File: config.mk
export PLATFORM = sky130hd
export DESIGN_NAME = touch_sample_qualify_map_top
export DESIGN_NICKNAME = d
export VERILOG_FILES = /design/src/rtl/tsqm_pkg.sv /design/src/rtl/touch_sample_qualify_map_top.sv /design/src/rtl/tsqm_regs.sv /design/src/rtl/tsqm_ctrl.sv /design/src/rtl/tsqm_dp.sv
export SDC_FILE = /design/constraint.sdc
export NUM_CORES = 1
export LEC_CHECK = 0
export BUFFER_PORTS_ARGS = -buffer_cell sky130_fd_sc_hd__buf_4
export CAP_MARGIN = 20
export CORE_MARGIN = 2
export CORE_UTILIZATION = 45
export CTS_CLUSTER_SIZE = 28
export DETAILED_ROUTE_END_ITERATION = 10
export PLACE_DENSITY = 0.69
export SLEW_MARGIN = 15
export SYNTH_ARGS = -nofsm -noshare
export SYNTH_HDL_FRONTEND = slang
export SYNTH_HIERARCHICAL = 1
export SYNTH_SLANG_ARGS = --single-unit
File: constraint.sdc
create_clock -name clk_i -period 7.2 [get_ports clk_i]
set_input_delay 2.16 -clock clk_i [delete_from_list [all_inputs] [get_ports clk_i]]
set_output_delay 2.16 -clock clk_i [all_outputs]
set_load 0.05 [all_outputs]
File: src/rtl/tsqm_pkg.sv
// tsqm_pkg: shared types, constants and codes for the touch sample qualifier
// used by every module of touch_sample_qualify_map_top; depends on nothing

package tsqm_pkg;

  // field widths
  localparam int unsigned COORD_W = 12;
  localparam int unsigned TIME_W  = 32;
  localparam int unsigned DEB_W   = 16;
  localparam int unsigned FLAG_W  = 4;
  localparam int unsigned PROD_W  = 2 * COORD_W;

  // screen size, as mapped output range
  localparam int unsigned SCREEN_WIDTH  = 320;
  localparam int unsigned SCREEN_HEIGHT = 240;
  localparam logic [COORD_W-1:0] X_MAX = COORD_W'(SCREEN_WIDTH - 1);
  localparam logic [COORD_W-1:0] Y_MAX = COORD_W'(SCREEN_HEIGHT - 1);

  // divider steps, one quotient bit each
  localparam int unsigned DIV_STEPS = COORD_W;
  localparam int unsigned CNT_W     = $clog2(DIV_STEPS + 1);

  // stream widths
  localparam int unsigned S_DATA_W = 72;
  localparam int unsigned M_DATA_W = 64;
  localparam int unsigned M_USER_W = 3;

  // configuration port
  localparam int unsigned ADDR_W = 5;
  localparam int unsigned IDX_W  = 3;

  typedef enum logic [IDX_W-1:0] {
    REG_X_LOW    = 3'd0,
    REG_X_HIGH   = 3'd1,
    REG_Y_LOW    = 3'd2,
    REG_Y_HIGH   = 3'd3,
    REG_P_LOW    = 3'd4,
    REG_P_HIGH   = 3'd5,
    REG_ORIENT   = 3'd6,
    REG_DEBOUNCE = 3'd7
  } reg_idx_e;

  // orientation flag bits
  localparam int unsigned OF_SWAP  = 0;
  localparam int unsigned OF_INV_X = 1;
  localparam int unsigned OF_INV_Y = 2;
  localparam int unsigned OF_IRQ   = 3;

  // register reset values
  localparam logic [COORD_W-1:0] RST_X_LOW    = 12'd350;
  localparam logic [COORD_W-1:0] RST_X_HIGH   = 12'd3800;
  localparam logic [COORD_W-1:0] RST_Y_LOW    = 12'd300;
  localparam logic [COORD_W-1:0] RST_Y_HIGH   = 12'd3800;
  localparam logic [COORD_W-1:0] RST_P_LOW    = 12'd200;
  localparam logic [COORD_W-1:0] RST_P_HIGH   = 12'd4095;
  localparam logic [FLAG_W-1:0]  RST_ORIENT   = 4'd2;
  localparam logic [DEB_W-1:0]   RST_DEBOUNCE = 16'd220;

  typedef enum logic [1:0] {
    REJ_NONE     = 2'd0,
    REJ_PEN_UP   = 2'd1,
    REJ_PRESSURE = 2'd2,
    REJ_DEBOUNCE = 2'd3
  } rej_e;

  typedef enum logic [2:0] {
    ST_IDLE,
    ST_CHECK,
    ST_SETUP,
    ST_MUL,
    ST_DIV,
    ST_FIN,
    ST_DONE
  } state_e;

  typedef struct packed {
    logic [COORD_W-1:0] x_low;
    logic [COORD_W-1:0] x_high;
    logic [COORD_W-1:0] y_low;
    logic [COORD_W-1:0] y_high;
    logic [COORD_W-1:0] p_low;
    logic [COORD_W-1:0] p_high;
    logic [FLAG_W-1:0]  orient;
    logic [DEB_W-1:0]   debounce;
  } cfg_t;

  // controller to datapath
  typedef struct packed {
    logic take;       // sample transaction accepted
    logic take_last;  // accepted sample closes the burst
    logic check;      // register qualification result
    logic setup;      // clamp and span of current axis
    logic mul;        // scale product
    logic div_step;   // one quotient bit
    logic fin;        // store mapped coordinate
    logic axis_y;     // 0 x axis, 1 y axis
    logic load_out;   // fill output register
  } cmd_t;

  // datapath to controller
  typedef struct packed {
    logic accept;     // qualification passes
    logic out_free;   // output register can take a result
  } status_t;

endpackage

File: src/rtl/touch_sample_qualify_map_top.sv
// Touch sample qualifier and calibration mapper, top level.
// A burst's last sample is qualified; when accepted it is mapped x then y (per axis:
// setup, multiply, 12 divider steps, store) by the shared restoring divider.
// Throughput: one sample per cycle inside a burst; after a closing sample the input
// is not ready again until its result is loaded into the output register.
// Reset (rst_ni, async, low): registers to defaults, best sample and last time to 0.

module touch_sample_qualify_map_top (
  input  logic                               clk_i,
  input  logic                               rst_ni,
  // sample stream
  input  logic                               s_axis_tvalid,
  output logic                               s_axis_tready,
  // raw_x[11:0], raw_y[23:12], raw_z[35:24], now_ms[67:36], zero[71:68]
  input  logic [tsqm_pkg::S_DATA_W-1:0]      s_axis_tdata,
  // pen_down
  input  logic                               s_axis_tuser,
  // burst_last
  input  logic                               s_axis_tlast,
  // result stream
  output logic                               m_axis_tvalid,
  input  logic                               m_axis_tready,
  // screen_x[11:0], screen_y[23:12], best_x[35:24], best_y[47:36],
  // best_z[59:48], zero[63:60]
  output logic [tsqm_pkg::M_DATA_W-1:0]      m_axis_tdata,
  // touched[0], reject_code[2:1]
  output logic [tsqm_pkg::M_USER_W-1:0]      m_axis_tuser,
  // configuration port
  input  logic                               psel,
  input  logic                               penable,
  input  logic                               pwrite,
  input  logic [tsqm_pkg::ADDR_W-1:0]        paddr,
  input  logic [31:0]                        pwdata,
  output logic [31:0]                        prdata,
  output logic                               pready
);

  tsqm_pkg::cfg_t    cfg;
  tsqm_pkg::cmd_t    cmd;
  tsqm_pkg::status_t status;
  logic              touched;
  tsqm_pkg::rej_e    reject_code;
  logic [tsqm_pkg::COORD_W-1:0] screen_x, screen_y, best_x, best_y, best_z;

  tsqm_regs u_regs (
    .clk_i   (clk_i),
    .rst_ni  (rst_ni),
    .psel    (psel),
    .penable (penable),
    .pwrite  (pwrite),
    .paddr   (paddr),
    .pwdata  (pwdata),
    .prdata  (prdata),
    .pready  (pready),
    .cfg_o   (cfg)
  );

  tsqm_ctrl u_ctrl (
    .clk_i         (clk_i),
    .rst_ni        (rst_ni),
    .s_axis_tvalid (s_axis_tvalid),
    .s_axis_tlast  (s_axis_tlast),
    .s_axis_tready (s_axis_tready),
    .status_i      (status),
    .cmd_o         (cmd)
  );

  tsqm_dp u_dp (
    .clk_i         (clk_i),
    .rst_ni        (rst_ni),
    .cfg_i         (cfg),
    .cmd_i         (cmd),
    .status_o      (status),
    .raw_x_i       (s_axis_tdata[11:0]),
    .raw_y_i       (s_axis_tdata[23:12]),
    .raw_z_i       (s_axis_tdata[35:24]),
    .pen_down_i    (s_axis_tuser),
    .now_ms_i      (s_axis_tdata[67:36]),
    .m_tready_i    (m_axis_tready),
    .m_tvalid_o    (m_axis_tvalid),
    .touched_o     (touched),
    .reject_code_o (reject_code),
    .screen_x_o    (screen_x),
    .screen_y_o    (screen_y),
    .best_x_o      (best_x),
    .best_y_o      (best_y),
    .best_z_o      (best_z)
  );

  // pack result transaction
  assign m_axis_tdata = {4'b0, best_z, best_y, best_x, screen_y, screen_x};
  assign m_axis_tuser = {reject_code, touched};

endmodule

File: src/rtl/tsqm_regs.sv
// tsqm_regs: APB-style configuration registers of the touch qualifier
// depends on tsqm_pkg

module tsqm_regs (
  input  logic                          clk_i,
  input  logic                          rst_ni,
  input  logic                          psel,
  input  logic                          penable,
  input  logic                          pwrite,
  input  logic [tsqm_pkg::ADDR_W-1:0]   paddr,
  input  logic [31:0]                   pwdata,
  output logic [31:0]                   prdata,
  output logic                          pready,
  output tsqm_pkg::cfg_t                cfg_o
);

  tsqm_pkg::cfg_t   cfg_q;
  tsqm_pkg::reg_idx_e idx;
  logic             wr_en;

  assign pready = 1'b1;
  assign wr_en  = psel & penable & pwrite & pready;
  assign idx    = tsqm_pkg::reg_idx_e'(paddr[tsqm_pkg::ADDR_W-1:2]);
  assign cfg_o  = cfg_q;

  // register writes
  always_ff @(posedge clk_i or negedge rst_ni) begin
    if (!rst_ni) begin
      cfg_q.x_low    <= tsqm_pkg::RST_X_LOW;
      cfg_q.x_high   <= tsqm_pkg::RST_X_HIGH;
      cfg_q.y_low    <= tsqm_pkg::RST_Y_LOW;
      cfg_q.y_high   <= tsqm_pkg::RST_Y_HIGH;
      cfg_q.p_low    <= tsqm_pkg::RST_P_LOW;
      cfg_q.p_high   <= tsqm_pkg::RST_P_HIGH;
      cfg_q.orient   <= tsqm_pkg::RST_ORIENT;
      cfg_q.debounce <= tsqm_pkg::RST_DEBOUNCE;
    end else if (wr_en) begin
      unique case (idx)
        tsqm_pkg::REG_X_LOW:    cfg_q.x_low    <= pwdata[tsqm_pkg::COORD_W-1:0];
        tsqm_pkg::REG_X_HIGH:   cfg_q.x_high   <= pwdata[tsqm_pkg::COORD_W-1:0];
        tsqm_pkg::REG_Y_LOW:    cfg_q.y_low    <= pwdata[tsqm_pkg::COORD_W-1:0];
        tsqm_pkg::REG_Y_HIGH:   cfg_q.y_high   <= pwdata[tsqm_pkg::COORD_W-1:0];
        tsqm_pkg::REG_P_LOW:    cfg_q.p_low    <= pwdata[tsqm_pkg::COORD_W-1:0];
        tsqm_pkg::REG_P_HIGH:   cfg_q.p_high   <= pwdata[tsqm_pkg::COORD_W-1:0];
        tsqm_pkg::REG_ORIENT:   cfg_q.orient   <= pwdata[tsqm_pkg::FLAG_W-1:0];
        tsqm_pkg::REG_DEBOUNCE: cfg_q.debounce <= pwdata[tsqm_pkg::DEB_W-1:0];
        default: ;
      endcase
    end
  end

  // read mux
  always_comb begin
    prdata = '0;
    unique case (idx)
      tsqm_pkg::REG_X_LOW:    prdata = 32'(cfg_q.x_low);
      tsqm_pkg::REG_X_HIGH:   prdata = 32'(cfg_q.x_high);
      tsqm_pkg::REG_Y_LOW:    prdata = 32'(cfg_q.y_low);
      tsqm_pkg::REG_Y_HIGH:   prdata = 32'(cfg_q.y_high);
      tsqm_pkg::REG_P_LOW:    prdata = 32'(cfg_q.p_low);
      tsqm_pkg::REG_P_HIGH:   prdata = 32'(cfg_q.p_high);
      tsqm_pkg::REG_ORIENT:   prdata = 32'(cfg_q.orient);
      tsqm_pkg::REG_DEBOUNCE: prdata = 32'(cfg_q.debounce);
      default:                prdata = '0;
    endcase
  end

endmodule

File: src/rtl/tsqm_ctrl.sv
// tsqm_ctrl: sequencing state machine of the touch qualifier
// depends on tsqm_pkg; drives tsqm_dp through cmd_t, reads status_t

module tsqm_ctrl (
  input  logic                clk_i,
  input  logic                rst_ni,
  input  logic                s_axis_tvalid,
  input  logic                s_axis_tlast,
  output logic                s_axis_tready,
  input  tsqm_pkg::status_t   status_i,
  output tsqm_pkg::cmd_t      cmd_o
);

  tsqm_pkg::state_e           state_q, state_d;
  logic                       axis_q, axis_d;
  logic [tsqm_pkg::CNT_W-1:0] cnt_q, cnt_d;
  logic                       take;

  assign s_axis_tready = (state_q == tsqm_pkg::ST_IDLE);
  assign take          = s_axis_tvalid & s_axis_tready;

  // state, axis and step counter
  always_ff @(posedge clk_i or negedge rst_ni) begin
    if (!rst_ni) begin
      state_q <= tsqm_pkg::ST_IDLE;
      axis_q  <= 1'b0;
      cnt_q   <= '0;
    end else begin
      state_q <= state_d;
      axis_q  <= axis_d;
      cnt_q   <= cnt_d;
    end
  end

  // next state and commands
  always_comb begin
    state_d         = state_q;
    axis_d          = axis_q;
    cnt_d           = cnt_q;
    cmd_o           = '0;
    cmd_o.axis_y    = axis_q;
    unique case (state_q)
      tsqm_pkg::ST_IDLE: begin
        cmd_o.take      = take;
        cmd_o.take_last = take & s_axis_tlast;
        if (take && s_axis_tlast) begin
          state_d = tsqm_pkg::ST_CHECK;
        end
      end
      tsqm_pkg::ST_CHECK: begin
        cmd_o.check = 1'b1;
        axis_d      = 1'b0;
        state_d     = status_i.accept ? tsqm_pkg::ST_SETUP : tsqm_pkg::ST_DONE;
      end
      tsqm_pkg::ST_SETUP: begin
        cmd_o.setup = 1'b1;
        state_d     = tsqm_pkg::ST_MUL;
      end
      tsqm_pkg::ST_MUL: begin
        cmd_o.mul = 1'b1;
        cnt_d     = '0;
        state_d   = tsqm_pkg::ST_DIV;
      end
      tsqm_pkg::ST_DIV: begin
        cmd_o.div_step = 1'b1;
        cnt_d          = cnt_q + 1'b1;
        if (cnt_q == tsqm_pkg::CNT_W'(tsqm_pkg::DIV_STEPS - 1)) begin
          state_d = tsqm_pkg::ST_FIN;
        end
      end
      tsqm_pkg::ST_FIN: begin
        cmd_o.fin = 1'b1;
        if (axis_q) begin
          state_d = tsqm_pkg::ST_DONE;
        end else begin
          axis_d  = 1'b1;
          state_d = tsqm_pkg::ST_SETUP;
        end
      end
      tsqm_pkg::ST_DONE: begin
        if (status_i.out_free) begin
          cmd_o.load_out = 1'b1;
          state_d        = tsqm_pkg::ST_IDLE;
        end
      end
      default: state_d = tsqm_pkg::ST_IDLE;
    endcase
  end

endmodule

File: src/rtl/tsqm_dp.sv
// tsqm_dp: datapath of the touch qualifier: best sample, checks,
// clamp, scale multiply, restoring divider and output register; depends on tsqm_pkg

module tsqm_dp (
  input  logic                                clk_i,
  input  logic                                rst_ni,
  input  tsqm_pkg::cfg_t                      cfg_i,
  input  tsqm_pkg::cmd_t                      cmd_i,
  output tsqm_pkg::status_t                   status_o,
  input  logic [tsqm_pkg::COORD_W-1:0]        raw_x_i,
  input  logic [tsqm_pkg::COORD_W-1:0]        raw_y_i,
  input  logic [tsqm_pkg::COORD_W-1:0]        raw_z_i,
  input  logic                                pen_down_i,
  input  logic [tsqm_pkg::TIME_W-1:0]         now_ms_i,
  input  logic                                m_tready_i,
  output logic                                m_tvalid_o,
  output logic                                touched_o,
  output tsqm_pkg::rej_e                      reject_code_o,
  output logic [tsqm_pkg::COORD_W-1:0]        screen_x_o,
  output logic [tsqm_pkg::COORD_W-1:0]        screen_y_o,
  output logic [tsqm_pkg::COORD_W-1:0]        best_x_o,
  output logic [tsqm_pkg::COORD_W-1:0]        best_y_o,
  output logic [tsqm_pkg::COORD_W-1:0]        best_z_o
);

  localparam int unsigned CW = tsqm_pkg::COORD_W;

  // running best of the burst
  logic [CW-1:0] run_x_q, run_y_q, run_z_q;
  logic          wins;

  // burst snapshot
  logic [CW-1:0]                  bx_q, by_q, bz_q;
  logic                           pen_q;
  logic [tsqm_pkg::TIME_W-1:0]    now_q;
  logic [tsqm_pkg::TIME_W-1:0]    last_time_q;
  logic [tsqm_pkg::TIME_W-1:0]    elapsed;
  tsqm_pkg::rej_e                 code_d, code_q;

  // axis mapping
  logic [CW-1:0]         v_sel, lo_sel, hi_sel, size_m1, clamped;
  logic                  inv_sel;
  logic [CW-1:0]         diff_q, span_q;
  logic                  ok_q, inv_q;
  logic [tsqm_pkg::PROD_W-1:0] prod;
  logic [CW-1:0]         rem_q, quo_q;
  logic [CW:0]           rem_ext, rem_sub;
  logic                  ge;
  logic [CW-1:0]         mapped;
  logic [CW-1:0]         sx_q, sy_q;

  // output register
  logic                  out_valid_q;
  logic                  touched_q;
  tsqm_pkg::rej_e        rej_q;
  logic [CW-1:0]         osx_q, osy_q, obx_q, oby_q, obz_q;

  assign wins = raw_z_i > run_z_q;

  always_ff @(posedge clk_i or negedge rst_ni) begin
    if (!rst_ni) begin
      run_x_q <= '0;
      run_y_q <= '0;
      run_z_q <= '0;
    end else if (cmd_i.take_last) begin
      run_x_q <= '0;
      run_y_q <= '0;
      run_z_q <= '0;
    end else if (cmd_i.take && wins) begin
      run_x_q <= raw_x_i;
      run_y_q <= raw_y_i;
      run_z_q <= raw_z_i;
    end
  end

  // snapshot of the closing burst
  always_ff @(posedge clk_i) begin
    if (cmd_i.take_last) begin
      bx_q  <= wins ? raw_x_i : run_x_q;
      by_q  <= wins ? raw_y_i : run_y_q;
      bz_q  <= wins ? raw_z_i : run_z_q;
      pen_q <= pen_down_i;
      now_q <= now_ms_i;
    end
  end

  // qualification: pen, pressure window, debounce
  assign elapsed = now_q - last_time_q;

  always_comb begin
    if (cfg_i.orient[tsqm_pkg::OF_IRQ] && !pen_q) begin
      code_d = tsqm_pkg::REJ_PEN_UP;
    end else if (bz_q < cfg_i.p_low || bz_q > cfg_i.p_high) begin
      code_d = tsqm_pkg::REJ_PRESSURE;
    end else if (elapsed < tsqm_pkg::TIME_W'(cfg_i.debounce)) begin
      code_d = tsqm_pkg::REJ_DEBOUNCE;
    end else begin
      code_d = tsqm_pkg::REJ_NONE;
    end
  end

  assign status_o.accept   = (code_d == tsqm_pkg::REJ_NONE);
  assign status_o.out_free = !out_valid_q || m_tready_i;

  always_ff @(posedge clk_i or negedge rst_ni) begin
    if (!rst_ni) begin
      last_time_q <= '0;
    end else if (cmd_i.check && code_d == tsqm_pkg::REJ_NONE) begin
      last_time_q <= now_q;
    end
  end

  always_ff @(posedge clk_i) begin
    if (cmd_i.check) begin
      code_q <= code_d;
    end
  end

  // axis operand selection with optional swap
  always_comb begin
    if (cmd_i.axis_y) begin
      v_sel   = cfg_i.orient[tsqm_pkg::OF_SWAP] ? bx_q : by_q;
      lo_sel  = cfg_i.y_low;
      hi_sel  = cfg_i.y_high;
      size_m1 = tsqm_pkg::Y_MAX;
      inv_sel = cfg_i.orient[tsqm_pkg::OF_INV_Y];
    end else begin
      v_sel   = cfg_i.orient[tsqm_pkg::OF_SWAP] ? by_q : bx_q;
      lo_sel  = cfg_i.x_low;
      hi_sel  = cfg_i.x_high;
      size_m1 = tsqm_pkg::X_MAX;
      inv_sel = cfg_i.orient[tsqm_pkg::OF_INV_X];
    end
  end

  // clamp to calibration limits
  always_comb begin
    if (v_sel < lo_sel) begin
      clamped = lo_sel;
    end else if (v_sel > hi_sel) begin
      clamped = hi_sel;
    end else begin
      clamped = v_sel;
    end
  end

  always_ff @(posedge clk_i) begin
    if (cmd_i.setup) begin
      diff_q <= clamped - lo_sel;
      span_q <= hi_sel - lo_sel;
      ok_q   <= hi_sel > lo_sel;
      inv_q  <= inv_sel;
    end
  end

  // scale product, then restoring division; quotient fits in CW bits
  // because the clamped offset never exceeds a nonempty span
  assign prod    = diff_q * size_m1;
  assign rem_ext = {rem_q, quo_q[CW-1]};
  assign ge      = rem_ext >= {1'b0, span_q};
  assign rem_sub = rem_ext - {1'b0, span_q};

  always_ff @(posedge clk_i) begin
    if (cmd_i.mul) begin
      rem_q <= prod[tsqm_pkg::PROD_W-1:CW];
      quo_q <= prod[CW-1:0];
    end else if (cmd_i.div_step) begin
      rem_q <= ge ? rem_sub[CW-1:0] : rem_ext[CW-1:0];
      quo_q <= {quo_q[CW-2:0], ge};
    end
  end

  // optional inversion, empty or inverted span gives zero
  always_comb begin
    if (!ok_q) begin
      mapped = '0;
    end else if (inv_q) begin
      mapped = size_m1 - quo_q;
    end else begin
      mapped = quo_q;
    end
  end

  always_ff @(posedge clk_i) begin
    if (cmd_i.fin) begin
      if (cmd_i.axis_y) begin
        sy_q <= mapped;
      end else begin
        sx_q <= mapped;
      end
    end
  end

  // output register
  always_ff @(posedge clk_i or negedge rst_ni) begin
    if (!rst_ni) begin
      out_valid_q <= 1'b0;
    end else if (cmd_i.load_out) begin
      out_valid_q <= 1'b1;
    end else if (m_tready_i) begin
      out_valid_q <= 1'b0;
    end
  end

  always_ff @(posedge clk_i) begin
    if (cmd_i.load_out) begin
      touched_q <= (code_q == tsqm_pkg::REJ_NONE);
      rej_q     <= code_q;
      osx_q     <= (code_q == tsqm_pkg::REJ_NONE) ? sx_q : '0;
      osy_q     <= (code_q == tsqm_pkg::REJ_NONE) ? sy_q : '0;
      obx_q     <= bx_q;
      oby_q     <= by_q;
      obz_q     <= bz_q;
    end
  end

  assign m_tvalid_o    = out_valid_q;
  assign touched_o     = touched_q;
  assign reject_code_o = rej_q;
  assign screen_x_o    = osx_q;
  assign screen_y_o    = osy_q;
  assign best_x_o      = obx_q;
  assign best_y_o      = oby_q;
  assign best_z_o      = obz_q;

endmodule

==> reports/qor.yml <==
sta:
  finalHoldViolations: 0
  clock_skew_ns: 0.0174
  slew_viol_final: 0
  setup-tns-final_ns: 0
  worst_pin_slew_ns: 1.16
  rsz0062_at_grt: "false"
  fin_crit_sh: 0.841
  finalWorstSetupSlack_ns: 1.14
  setup_violations: 0
  clock.fmax_mhz: 165
  period_needed_ns: 6.06
  slew_headroom: 0.224
cells_and_area:
  largest_reg_flops: 92
  nNetsFinal: 2698
  final_core_utilization: 0.515
  drive_gt1_frac: 0.224
  diodes: 0
  syn2layout_area_growth_pct: 13.7
  regArea_sq_um: 10500
  multi_input_area_sq_um: 12400
  fin_area_sq_um: 27600
  fillers: 4726
place:
  portBuffers: 176
  dpl_cell_area_sq_um: 26200
  dpl.hpwl_microns: 42400
  dp_slack_ns: 1.18
  place_congestion: 0.900
setup_path:
  cp.arrival_ns: 3.90
  worstPathRequired_ns: 5.04
  path_cells: "buf_4 > inv_2 > o2bb2ai_1 > a222oi_1 > nor2_1 > buf_4"
  worstSetupPathType: "in2out"
  cp_top_family: "buffers and inverters"
  critical_path.slowest_cell: "buf_4"
  crit_path_max_fanout: 39
  cp-startpoint: "paddr[3]"
  end_kind: "output pin"
  crit_top_cell: "buf_4"
  cp.buffers_inverters: 3
  slowest_delay_ns: 0.48
  cp-start-kind: "primary input"
  rr_startpoint: "u_ctrl/axis_q"
flow_run:
  maxCapViolCount: 0
synthesis:
  synth_cells: 2153
  synth_flop_cell: "edfxtp_1"
  synth_edf_count: 208
  syn_area_sq_um: 24300
  async_reset_ff_frac: 0.448
  synth_seq_cells: 377
  yosysSeqAreaShare: 0.434
  ys_types: 84
  ys_warn_count: 6
  syn_avg_cell_area_sq_um: 11.3
clock_tree:
  cts_made_buffers: 42
  clk_path_buf_depth: 3
  cts_tree: "yes"
  insertion_delay_ns: 0.58
  clk_pin_slew_ns: 0.06
  clock_sinks: 377
  htreeDepth: 2
  hold_buffers: 0
  cts_root_buffer: "clkbuf_16"
  cts_resized: 0
  cts_setup_buffers: 0
drt:
  wl_per_cell_microns: 18.7
  dr.pass1.iters: 7
  ant_nets: 0
  routed-via-count: 16527
  drt-total-wl_microns: 56800
  viasPerCell: 5.43
  drt_iter0_drc: 931
  drc: 0
grt:
  antenna_found_initial: 0
  overflow: 0
  use_met2: 0.342
  use_met1: 0.272
  busiest_layer: "met2"
  grt_max_degree: 126
  grt_pass1_vias: 16972
  use_met3: 0.0358
  grt_pass1_wl_microns: 91300
  track_usage: 0.205
floorplan:
  num_rows: 85
  core_sq_um: 53600
  die_h_microns: 236
  die_area_sq_um: 55800
  ios: 220
  fp.dieW_microns: 236
  start_util: 0.453
hold_path:
  min_from: "u_dp/by_q[8]"
  hp-class: "reg2reg"
status:
  outcome: "finished clean"
## worst register-to-register path: cells and delay by family (launching register included)
kind,cells,cell delay (ns)
simple gates,3,0.26
mux,1,0.65
flops,1,0.60
compound gates,13,2.39
buf+inv,3,0.81
fa+ha+maj,3,0.95
xor+xnor,1,0.08
## kinds of logic after synthesis
kind of cell | Yosys count | synth area share
other cells | 4 | 0.000618
flops | 377 | 0.434
xor+xnor | 67 | 0.0242
mux | 289 | 0.136
buf+inv | 344 | 0.0608
compound gates | 359 | 0.0963
fa+ha+maj | 264 | 0.156
simple gates | 449 | 0.0925
## per-stage QoR
| step | cells | hold WS (ns) |
|---|---|---|
| final | 3045 | 0.437 |
| after global routing | 3045 | 0.452 |
| after CTS | 3045 | 0.433 |
| after detailed placement | 2968 | 0.429 |
| after global placement | 2966 | 0.425 |
| after floorplan | 2172 | 0.420 |
## routing by layer
metal / vias up / part of all wire
met1: 8177 / 0.45
li1: 7864 / -
met4: 0 / 0.026
met3: 88 / 0.049
met2: 398 / 0.48
met5: - / 0
## layout make-up
type	count	share of cell area
flip-flops and latches	377	0.381
inverters	247	0.0336
repair buffers	197	0.0550
multi-input cells	1451	0.449
clock inverters	18	0.00689
well taps	696	0.0315
clock buffers	59	0.0429
## final timing paths
path	end	slack, ns	depth (start not counted)
setup / recovery	prdata[11]	1.14	6
hold / removal	u_dp/best_y_o[8]	0.44	0
setup reg to reg	u_dp/diff_q[10]	1.21	24
hold reg to reg	u_dp/best_y_o[8]	0.44	0
max in group asynchronous	u_dp/run_x_q[1]	4.62	2
min in group asynchronous	u_dp/m_tvalid_o	1.52	1
## layout by cell type (no fill, tap or decap), drive strengths merged, types with 10 or more instances in the layout
master	n
edfxtp	208
mux2i	103
or3	12
nand2b	18
ha	199
nand3	13
clkinv	12
fa	65
and2	41
o21a	20
a211oi	15
dfstp	45
conb	23
inv	250
nand2	87
and3	13
or2	10
nor2	146
xnor2	41
a21oi	91
nor3	36
a21boi	10
clkbuf	59
a21o	47
mux2	184
xor2	26
nand4	28
dfrtp	124
nor2b	28
buf	197
o21ai	89
## cell usage after synthesis (all sizes together) (5+ instances only)
library cell | instances | area [sq um]
a2111oi | 5 | 50.0
a211oi | 15 | 123
a21boi | 10 | 75.1
a21o | 47 | 353
a21oi | 91 | 455
a31oi | 7 | 43.8
and2 | 41 | 257
and3 | 13 | 81.3
buf | 47 | 360
clkbuf | 50 | 188
dfrtp | 124 | 3100
dfstp | 45 | 1180
edfxtp | 208 | 6250
fa | 65 | 1300
ha | 199 | 2490
inv | 246 | 923
mux2 | 184 | 2220
mux2i | 103 | 1030
nand2 | 87 | 329
nand2b | 18 | 113
nand3 | 13 | 65.1
nand4 | 28 | 188
nor2 | 146 | 558
nor2b | 28 | 175
nor3 | 36 | 190
nor3b | 6 | 56.3
nor4 | 5 | 31.3
o211a | 5 | 50.1
o211ai | 9 | 67.6
o21a | 20 | 150
o21ai | 89 | 445
o21bai | 5 | 37.5
o22a | 6 | 52.6
o22ai | 9 | 56.3
o2bb2ai | 5 | 43.8
o31ai | 7 | 52.6
or2 | 10 | 62.6
or3 | 12 | 85.1
xnor2 | 41 | 359
xor2 | 26 | 228
Power is not shown: default switching activity piles up to over one toggle a cycle in this logic, so the estimate is an artifact.
